**config.mk**
```make
export PLATFORM = sky130hd
export DESIGN_NAME = modular_multiplier_63bit
export DESIGN_NICKNAME = d
export VERILOG_FILES = /design/src/hdl/mm63_pkg.sv /design/src/hdl/modular_multiplier_63bit.sv /design/src/hdl/mm63_core.sv
export SDC_FILE = /design/constraint.sdc
export NUM_CORES = 1
export LEC_CHECK = 0
export ABC_CLOCK_PERIOD_IN_PS = 6900
export BUFFER_PORTS_ARGS = -buffer_cell sky130_fd_sc_hd__buf_2
export CAP_MARGIN = 10
export CORE_MARGIN = 2
export CORE_UTILIZATION = 45
export DETAILED_ROUTE_END_ITERATION = 8
export GPL_TIMING_DRIVEN = 0
export PLACE_DENSITY_LB_ADDON = 0.12
export SYNTH_ARGS = -nofsm -noshare
export SYNTH_HDL_FRONTEND = slang
export SYNTH_HIERARCHICAL = 1
export SYNTH_SLANG_ARGS = --single-unit
```
**constraint.sdc**
```tcl
create_clock -name clk -period 6.9 [get_ports clk]
set_clock_uncertainty 0.05 [all_clocks]
set_input_delay 1.38 -clock clk [delete_from_list [all_inputs] [get_ports clk]]
set_output_delay 1.38 -clock clk [all_outputs]
set_load 0.01 [all_outputs]
```
**src/hdl/mm63_pkg.sv**
```systemverilog
`timescale 1ns / 1ps
// ----------------------------------------------------------------------------
// mm63_pkg: shared types and constants for the 63-bit modular multiplier
// Holds the operand width and the input and result transfer structs.
// ----------------------------------------------------------------------------
package mm63_pkg;

  // Width of every operand field on the ports
  localparam int OPND_W = 63;

  // Default number of operand bits used by the datapath
  localparam int DEF_OPERAND_BITS = 63;

  // One input transfer: factors and modulus
  typedef struct packed {
    logic [OPND_W-1:0] multiplicand;
    logic [OPND_W-1:0] multiplier;
    logic [OPND_W-1:0] modulus;
  } mm63_in_t;

  // One result transfer: reduced product and zero-modulus flag
  typedef struct packed {
    logic [OPND_W-1:0] product_mod;
    logic              zero_modulus;
  } mm63_out_t;

endpackage

```
**src/hdl/modular_multiplier_63bit.sv**
```systemverilog
`timescale 1ns / 1ps
// ----------------------------------------------------------------------------
// modular_multiplier_63bit: (multiplicand * multiplier) mod modulus
// Shift-and-add modular multiplier that keeps every partial result below the
// modulus, with a registered result stage in front of the output channel.
//
//   channel | ports                          | moves
//   --------+--------------------------------+-------------------------------
//   in      | in_valid, in_ready, in_data    | multiplicand, multiplier, modulus
//   out     | out_valid, out_ready, out_data | product_mod, zero_modulus
//
// The engine takes one input at a time: it reduces the multiplier modulo the
// modulus bit by bit, then runs one add-and-double step through the step
// unit per multiplicand bit, then holds the result for the result register,
// which loads it as the engine returns to idle. A zero modulus skips both
// phases and goes straight to handing the result on. Reset is synchronous,
// active low, and clears only control state.
// A stalled result waits in the output register; the engine takes the next
// input meanwhile and holds its own result until that register frees up.
// ----------------------------------------------------------------------------
module modular_multiplier_63bit #(
  parameter int OPERAND_BITS = mm63_pkg::DEF_OPERAND_BITS
) (
  input  logic                 clk,
  input  logic                 rst_n,
  input  logic                 in_valid,
  output logic                 in_ready,
  input  mm63_pkg::mm63_in_t   in_data,
  output logic                 out_valid,
  input  logic                 out_ready,
  output mm63_pkg::mm63_out_t  out_data
);

  logic                core_res_valid;
  logic                core_res_ready;
  mm63_pkg::mm63_out_t core_res;
  logic                out_valid_r;
  mm63_pkg::mm63_out_t out_data_r;

  // Engine
  mm63_core #(
    .OPERAND_BITS(OPERAND_BITS)
  ) u_core (
    .clk       (clk),
    .rst_n     (rst_n),
    .req_valid (in_valid),
    .req_ready (in_ready),
    .req       (in_data),
    .res_valid (core_res_valid),
    .res_ready (core_res_ready),
    .res       (core_res)
  );

  // Output register: load when empty or draining
  assign core_res_ready = !out_valid_r || out_ready;

  always_ff @(posedge clk) begin
    if (!rst_n) begin
      out_valid_r <= 1'b0;
    end else if (core_res_valid && core_res_ready) begin
      out_valid_r <= 1'b1;
    end else if (out_ready) begin
      out_valid_r <= 1'b0;
    end
  end

  always_ff @(posedge clk) begin
    if (core_res_valid && core_res_ready) begin
      out_data_r <= core_res;
    end
  end

  assign out_valid = out_valid_r;
  assign out_data  = out_data_r;

  // Checks
  a_busy_after_accept: assert property (@(posedge clk) disable iff (!rst_n)
    (in_valid && in_ready) |=> !in_ready)
    else $error("engine still ready after an input transfer");

  a_idle_excl_done: assert property (@(posedge clk) disable iff (!rst_n)
    !(in_ready && core_res_valid))
    else $error("engine idle and holding a result at once");

  a_zero_mod_result: assert property (@(posedge clk) disable iff (!rst_n)
    (out_valid && out_data.zero_modulus) |-> (out_data.product_mod == '0))
    else $error("nonzero product on a zero modulus");

  a_result_width: assert property (@(posedge clk) disable iff (!rst_n)
    out_valid |-> ((out_data.product_mod >> OPERAND_BITS) == '0))
    else $error("product has bits above the operand width");

endmodule

```
**src/hdl/mm63_core.sv**
```systemverilog
`timescale 1ns / 1ps
// ----------------------------------------------------------------------------
// mm63_core: iterative shift-and-add modular multiply engine
// A small sequencer drives one step unit with two fold lanes. The reduce
// phase runs restoring division of the multiplier by the modulus, one bit a
// cycle; the multiply phase adds the addend for each set multiplicand bit and
// doubles the addend, each followed by one conditional subtract.
// ----------------------------------------------------------------------------
module mm63_core #(
  parameter int OPERAND_BITS = mm63_pkg::DEF_OPERAND_BITS
) (
  input  logic                 clk,
  input  logic                 rst_n,
  input  logic                 req_valid,
  output logic                 req_ready,
  input  mm63_pkg::mm63_in_t   req,
  output logic                 res_valid,
  input  logic                 res_ready,
  output mm63_pkg::mm63_out_t  res
);

  localparam int W  = OPERAND_BITS;
  localparam int CW = $clog2(W);
  localparam int OW = mm63_pkg::OPND_W;
  localparam logic [CW-1:0] LAST_STEP = CW'(W - 1);

  typedef enum logic [3:0] {
    ST_IDLE   = 4'b0001,
    ST_REDUCE = 4'b0010,
    ST_MULT   = 4'b0100,
    ST_DONE   = 4'b1000
  } state_t;

  state_t        state_r, state_nxt;
  logic [CW-1:0] cnt_r, cnt_nxt;
  logic [W-1:0]  a_r, a_nxt;
  logic [W-1:0]  b_r, b_nxt;
  logic [W-1:0]  m_r, m_nxt;
  logic [W-1:0]  addend_r, addend_nxt;
  logic [W-1:0]  acc_r, acc_nxt;
  logic          zero_r, zero_nxt;

  // Step unit lanes
  logic [W:0]    lane_a_in;
  logic [W:0]    lane_a_diff;
  logic [W-1:0]  lane_a_out;
  logic [W:0]    lane_b_in;
  logic [W:0]    lane_b_diff;
  logic [W-1:0]  lane_b_out;

  // Lane A: shift in the next dividend bit (reduce) or double (multiply), then fold
  always_comb begin
    if (state_r == ST_REDUCE) begin
      lane_a_in = {addend_r, b_r[W-1]};
    end else begin
      lane_a_in = {addend_r, 1'b0};
    end
    lane_a_diff = lane_a_in - {1'b0, m_r};
    if (lane_a_in >= {1'b0, m_r}) begin
      lane_a_out = lane_a_diff[W-1:0];
    end else begin
      lane_a_out = lane_a_in[W-1:0];
    end
  end

  // Lane B: accumulate the addend, then fold
  always_comb begin
    lane_b_in   = {1'b0, acc_r} + {1'b0, addend_r};
    lane_b_diff = lane_b_in - {1'b0, m_r};
    if (lane_b_in >= {1'b0, m_r}) begin
      lane_b_out = lane_b_diff[W-1:0];
    end else begin
      lane_b_out = lane_b_in[W-1:0];
    end
  end

  // Sequencer
  always_comb begin
    state_nxt  = state_r;
    cnt_nxt    = cnt_r;
    a_nxt      = a_r;
    b_nxt      = b_r;
    m_nxt      = m_r;
    addend_nxt = addend_r;
    acc_nxt    = acc_r;
    zero_nxt   = zero_r;
    case (state_r)
      ST_IDLE: begin
        if (req_valid) begin
          a_nxt      = req.multiplicand[W-1:0];
          b_nxt      = req.multiplier[W-1:0];
          m_nxt      = req.modulus[W-1:0];
          addend_nxt = '0;
          acc_nxt    = '0;
          cnt_nxt    = LAST_STEP;
          zero_nxt   = (req.modulus[W-1:0] == '0);
          if (req.modulus[W-1:0] == '0) begin
            state_nxt = ST_DONE;
          end else begin
            state_nxt = ST_REDUCE;
          end
        end
      end
      ST_REDUCE: begin
        addend_nxt = lane_a_out;
        b_nxt      = b_r << 1;
        cnt_nxt    = cnt_r - 1'b1;
        if (cnt_r == '0) begin
          cnt_nxt   = LAST_STEP;
          state_nxt = ST_MULT;
        end
      end
      ST_MULT: begin
        if (a_r[0]) begin
          acc_nxt = lane_b_out;
        end
        addend_nxt = lane_a_out;
        a_nxt      = a_r >> 1;
        cnt_nxt    = cnt_r - 1'b1;
        if (cnt_r == '0) begin
          state_nxt = ST_DONE;
        end
      end
      ST_DONE: begin
        if (res_ready) begin
          state_nxt = ST_IDLE;
        end
      end
      default: begin
        state_nxt = ST_IDLE;
      end
    endcase
  end

  // Control registers
  always_ff @(posedge clk) begin
    if (!rst_n) begin
      state_r <= ST_IDLE;
      cnt_r   <= '0;
    end else begin
      state_r <= state_nxt;
      cnt_r   <= cnt_nxt;
    end
  end

  // Datapath registers
  always_ff @(posedge clk) begin
    a_r      <= a_nxt;
    b_r      <= b_nxt;
    m_r      <= m_nxt;
    addend_r <= addend_nxt;
    acc_r    <= acc_nxt;
    zero_r   <= zero_nxt;
  end

  // Handshake and result
  assign req_ready        = (state_r == ST_IDLE);
  assign res_valid        = (state_r == ST_DONE);
  assign res.product_mod  = OW'(acc_r);
  assign res.zero_modulus = zero_r;

endmodule

```
* After elaboration in Yosys (flattened, before gate mapping)
Cells that the tools add are included.
** Storage, ports and cells
- Flip-flop bits (word level) :: 391
- Word-level logic and storage cells :: 66
** Cells by class
- Muxes and demuxes :: 22
- Magnitude comparators :: 2
- Reductions and logical operators :: 18
- Add/sub/neg operators :: 4
- Eq/ne operators :: 9
** Operators with widths (number)
- $pmux 63 s2 :: 4
- $mux 63 :: 6
- $ge 64x63->1 :: 2
- $sub 63x63->63 :: 2
- $add 63x63->64 :: 1
- $logic_not 63->1 :: 1
- $mux 4 :: 5
- $pmux 6 s3 :: 1
- $pmux 4 s4 :: 1
- $mux 6 :: 2
- $reduce_and 2->1 :: 5
- $reduce_bool 2->1 :: 4
- $logic_not 6->1 :: 1
- $ne 2x1->1 const B :: 3
- $sub 6x1->6 const B :: 1
- $eq 4x1->1 const B :: 1
- $eq 4x2->1 const B :: 1
- $eq 4x3->1 const B :: 1
- $eq 4x4->1 const B :: 1
- $ne 2x2->1 const B :: 2
- $reduce_and 4->1 :: 1
- $mux 1 :: 3
- $reduce_and 3->1 :: 1
- $reduce_bool 3->1 :: 1
- 4 further kinds :: 4

* Longest topological paths before layout
- Depth after elaboration :: 5
- Mapped depth :: 28
- Depth with buffers taken out :: 24

* By module
The synthesis kept the hierarchy.
** Modules (own cells, without submodules)
- mm63_core :: cells each 2800, area each 24707.4 um^2, times used 1
- modular_multiplier_63bit :: cells each 69, area each 1979.4 um^2, times used 1

* Least setup slack after synthesis
OpenSTA, ideal clock, no wires.
- Path type :: register -> register
- Start :: register u_core.addend_r[0]
- End :: register u_core.acc_r[61] (data pin)
- Slack :: 1.598 ns
- Data arrival time :: 4.995 ns
- Path buffers :: 0
- Required time :: 6.594 ns
- Cell stages (with the launch flop) :: 24
- Setup time :: 0.256 ns
- Path through :: edfxtp_1 -> ha_1 -> fa_1 -> a211oi_1 -> nor2_1 -> nand3_1 -> a21oi_1 -> nor3_1 -> o21bai_1 -> a21o_1 -> or4_1 -> o311ai_1 -> ha_1 -> a21oi_1 -> o21ai_1 -> a221o_1 -> a21o_1 -> a31oi_1 -> a21oi_1 -> o32ai_1 -> o21ai_1 -> a21oi_1 -> xnor2_1 -> a22o_1
** On the way
- Cells in the longest elaborated chain, start to end :: 5
- Elaborated cells on any way between the ends :: 6
** RTL lines
- from (decl) :: line mm63_core.sv:39 : logic [W-1:0] addend_r, addend_nxt;
- from (signal assigned) :: line mm63_core.sv:151 : addend_r <= addend_nxt;
- $add 63x63->64 * :: line mm63_core.sv:68 : lane_b_in = {1'b0, acc_r} + {1'b0, addend_r};
- $sub 63x63->63 / $ge 64x63->1 (equally long branches) :: line mm63_core.sv:69, mm63_core.sv:70
- $mux 63 * :: line mm63_core.sv:70 : if (lane_b_in >= {1'b0, m_r}) begin
- $mux 63 * :: line mm63_core.sv:114 : if (a_r[0]) begin
- $pmux 63 s2 * :: line mm63_core.sv:87 : case (state_r)
- to (signal assigned) :: line mm63_core.sv:152 : acc_r <= acc_nxt;
- to (decl) :: line mm63_core.sv:40 : logic [W-1:0] acc_r, acc_nxt;
Mark *: on every way between the ends. The rest lies on a longest branch, timed or not. The select of a mux whose other input is x is not followed.
A chain may end at the register's enable or synchronous reset.

* Worst setup path after layout
- Start :: register u_core.addend_r[11]
- End :: register u_core.acc_r[59] (data pin)
The elaborated chain is that of the path after synthesis.

==> flow_summary.toml <==
[run_status]
status = "completed"

[floorplanning]
die_area_mm2 = 0.0613
core_mm2 = 0.0588
die_w_um = 248
initial_core_util_pct = 45.4
die-height_um = 248
std_cell_rows = 89
pin_count = 259

[drt]
ant_nets = 0
first_iter_violations = 1881
drc = 0
wl_per_cell_um = 21.5
first_pass_iters = 5
route.vias.total = 23200
via_per_inst = 5.81
drt-total-wl_um = 86000

[final_layout]
fillers = 5445
layout-drive-gt1-share_pct = 13.0
layout.nets = 3568
fin_area_mm2 = 0.0309
syn2layout_area_growth_pct = 15.7

[placement]
placed_area_mm2 = 0.0291
dp_hpwl_um = 67100
gp_congestion = 0.940
io_buffers = 258

[setup_path]
critPathKind = "reg -> reg"
endpoint_kind = "flip-flop"
slowest_stage = "edfxtp_1"
cp.arrival_ps = 6980
cp_num_cells = 26
startpoint_type = "flip-flop"
critPathRequiredTime_ps = 7180
path_max_fanout = 10
max_stage_delay_ps = 460
r2r_cells = 26
timing.critical_path.buf_inv = 4
cpLargestDelayFamily = "compound AO/OA/AOI/OAI gates"

[synth]
synth-seq-cells = 391
yosysSeqAreaShare_pct = 43.6
ys.flop_type = "edfxtp_1"
synth-edff-count = 380
async_flop_share_pct = 0
ys_warn_count = 6
ys_types = 90
synthesis.area_mm2 = 0.0267
syn_inst = 2869
synth_nets = 3255
synth_area_per_cell_um2 = 9.30

[sta]
max_freq_mhz = 149
setup_tns_ps = 0
finalSetupViolCount = 0
fin_crit_ps = 6700
worst-slew-pin-transition_ps = 1260
drv_slew = 0
finalHoldViolations = 0
holdWs_ps = 406
min_period_over_period_pct = 97.1
slew_headroom_pct = 15.6

[grt]
grt_pass1_wl_um = 129000
grt_use_total_pct = 27.5
grt-ovfl-total = 0
antenna_found_initial = 12
grt_max_degree = 68
grt_pass1_vias = 22100

[cts]
cts_buffer_depth = 3
cts_tree = "built"
insertion_delay_ps = 590
htree_levels = 2
cts-hold-fix-buffers = 0
cts_buffers = 46
clkSinkCount = 391
clkTransAtPathRegs_ps = 60
clock-root-buffer = "clkbuf_16"

[power_and_ir_drop]
peakVddDrop_mv = 0.179
power_mw = 10.6
p_sw_share_pct = 41.2
pwr-share-comb_pct = 47.8
power.density_mw_per_mm2 = 345
seq_power_share_pct = 28.8
p_int_mw = 6.26
p_clk_share_pct = 23.3
p_sw_mw = 4.38
p_leak_nw = 13.0

[flow_run]
drv_cap = 0

[worst_hold_path]
min_path_cells = 0
min_path_type = "reg -> reg"
[cell usage in the layout (no fill, tap or decap), drive strengths merged, types with 14 or more instances in the layout]
cell and n:
clkinv 14, nor3 43, a211oi 37, mux2i 50, xor2 71, nor4 27, nor2 222, nand2 555
and3 18, a21o 94, a21boi 20, a31oi 24, edfxtp 380, xnor2 105, clkbuf 162, a22o 19
o21bai 45, inv 115, ha 190, nand2b 20, a21oi 243, buf 297, nor2b 29, o21a 28
nand3 53, nand4 59, o21ai 122
[synthesized netlist by cell type, drive strengths merged (28+ instances only)]
library cell / number / area share (%)
a21o: 94 / 2.6
buf: 30 / 0.59
nand4: 59 / 1.4
o21ai: 122 / 2.3
nor2b: 29 / 0.68
nor2: 222 / 3.2
inv: 113 / 1.6
mux2i: 50 / 1.9
edfxtp: 380 / 43
nor3: 43 / 0.83
a21oi: 243 / 4.6
ha: 190 / 8.9
xor2: 71 / 2.3
clkbuf: 100 / 1.4
nand2: 555 / 7.8
a211oi: 37 / 1.1
nand3: 53 / 0.99
xnor2: 105 / 3.4
o21bai: 45 / 1.3
o21a: 28 / 0.79
[repair_timing]
item	CTS	global route
pin swaps	1	9
setup endpoints to repair	60	60
setup buffers	1	3
gates resized for setup	17	30
[area by class of cell]
type | instances | area, um2 | area share (%)
tap | 773 | 967 | 3.13
sequential | 391 | 11600 | 37.7
timing repair buffer | 268 | 1420 | 4.60
clock buffer | 64 | 1300 | 4.21
clock inverter | 20 | 223 | 0.721
antenna | 1 | 2.50 | 0.00811
multi-input combinational | 2235 | 14400 | 46.6
inverter | 113 | 429 | 1.39
buffer | 127 | 522 | 1.69
[final timing paths]
| path | slack [ps] | from | end |
|---|---|---|---|
| setup reg to reg | 200 | u_core/addend_r[11] | u_core/acc_r[59] |
| setup / recovery | 200 | u_core/addend_r[11] | u_core/acc_r[59] |
| hold / removal | 410 | u_core/acc_r[37] | out_data[38] |
| hold reg to reg | 410 | u_core/acc_r[37] | out_data[38] |
[worst reg2reg max path, stage by stage, from the launching register on]
cell	delay [ps]
edfxtp_1	460
ha_2	440
and4_1	340
and4_1	290
o221ai_1	200
o22ai_4	280
nand3_1	140
nand2_2	220
a31oi_4	170
o31ai_4	330
a31oi_1	200
xnor2_1	250
ha_1	270
clkbuf_1	180
a21oi_1	250
o21ai_0	230
a2bb2oi_1	230
nand3_2	170
a311oi_2	310
o21ai_0	140
a31oi_1	170
o31ai_1	110
buf_6	200
and2_1	190
buf_2	230
buf_6	200
a22o_1	220
[cell families (layout without fill, tap and decap cells)]
group,Yosys count,in the layout,share of synthesized area [%]
adders and majority gates,193,193,9.13
other,0,1,0
DFF,391,391,43.6
AOI/OAI and AO/OA,738,738,18.2
buffers and inverters,243,592,3.58
muxes,50,50,1.88
xor gates and xnor gates,176,176,5.78
and+or+nand+nor,1078,1078,17.9
[routing by layer]
metal / vias to the layer above / GRT usage, % / wire length, um
li1: 11100 / - / -
met1: 11000 / 38.0 / 38100
met2: 872 / 44.2 / 39100
met3: 140 / 5.47 / 6400
met4: 20 / 7.36 / 2190
met5: - / 0 / 116
[stage by stage]
stage,utilization (%),std cells,setup WS [ps]
6_report,52.5,3992,202
5_1_grt,52.5,3992,-62.2
4_1_cts,52.2,3990,25.9
3_5_place_dp,49.4,3905,-696
3_3_place_gp,49.2,3900,-692
2_1_floorplan,-,2869,1600
[sequential cells by signal, indices dropped and copies added (netlist names)]
name and flops:
out_valid 1, u_core/b_r 63, u_core/a_r 63, u_core/state_r 4
out_data 64, u_core/acc_r 63, u_core/m_r 63, u_core/zero_r 1
u_core/addend_r 63, u_core/cnt_r 6
[power by group through the flow]
stage               combinational, mW  clock (mW)  sequential, mW
global route                     5.54        2.62            3.09
floorplan                        3.65           0            3.04
global placement                 4.82           0            3.13
finish                           5.09        2.49            3.07
detailed placement               4.88           0            3.12
CTS                              4.93        2.54            3.07
Note: power is estimated with default switching activity, not from simulation.
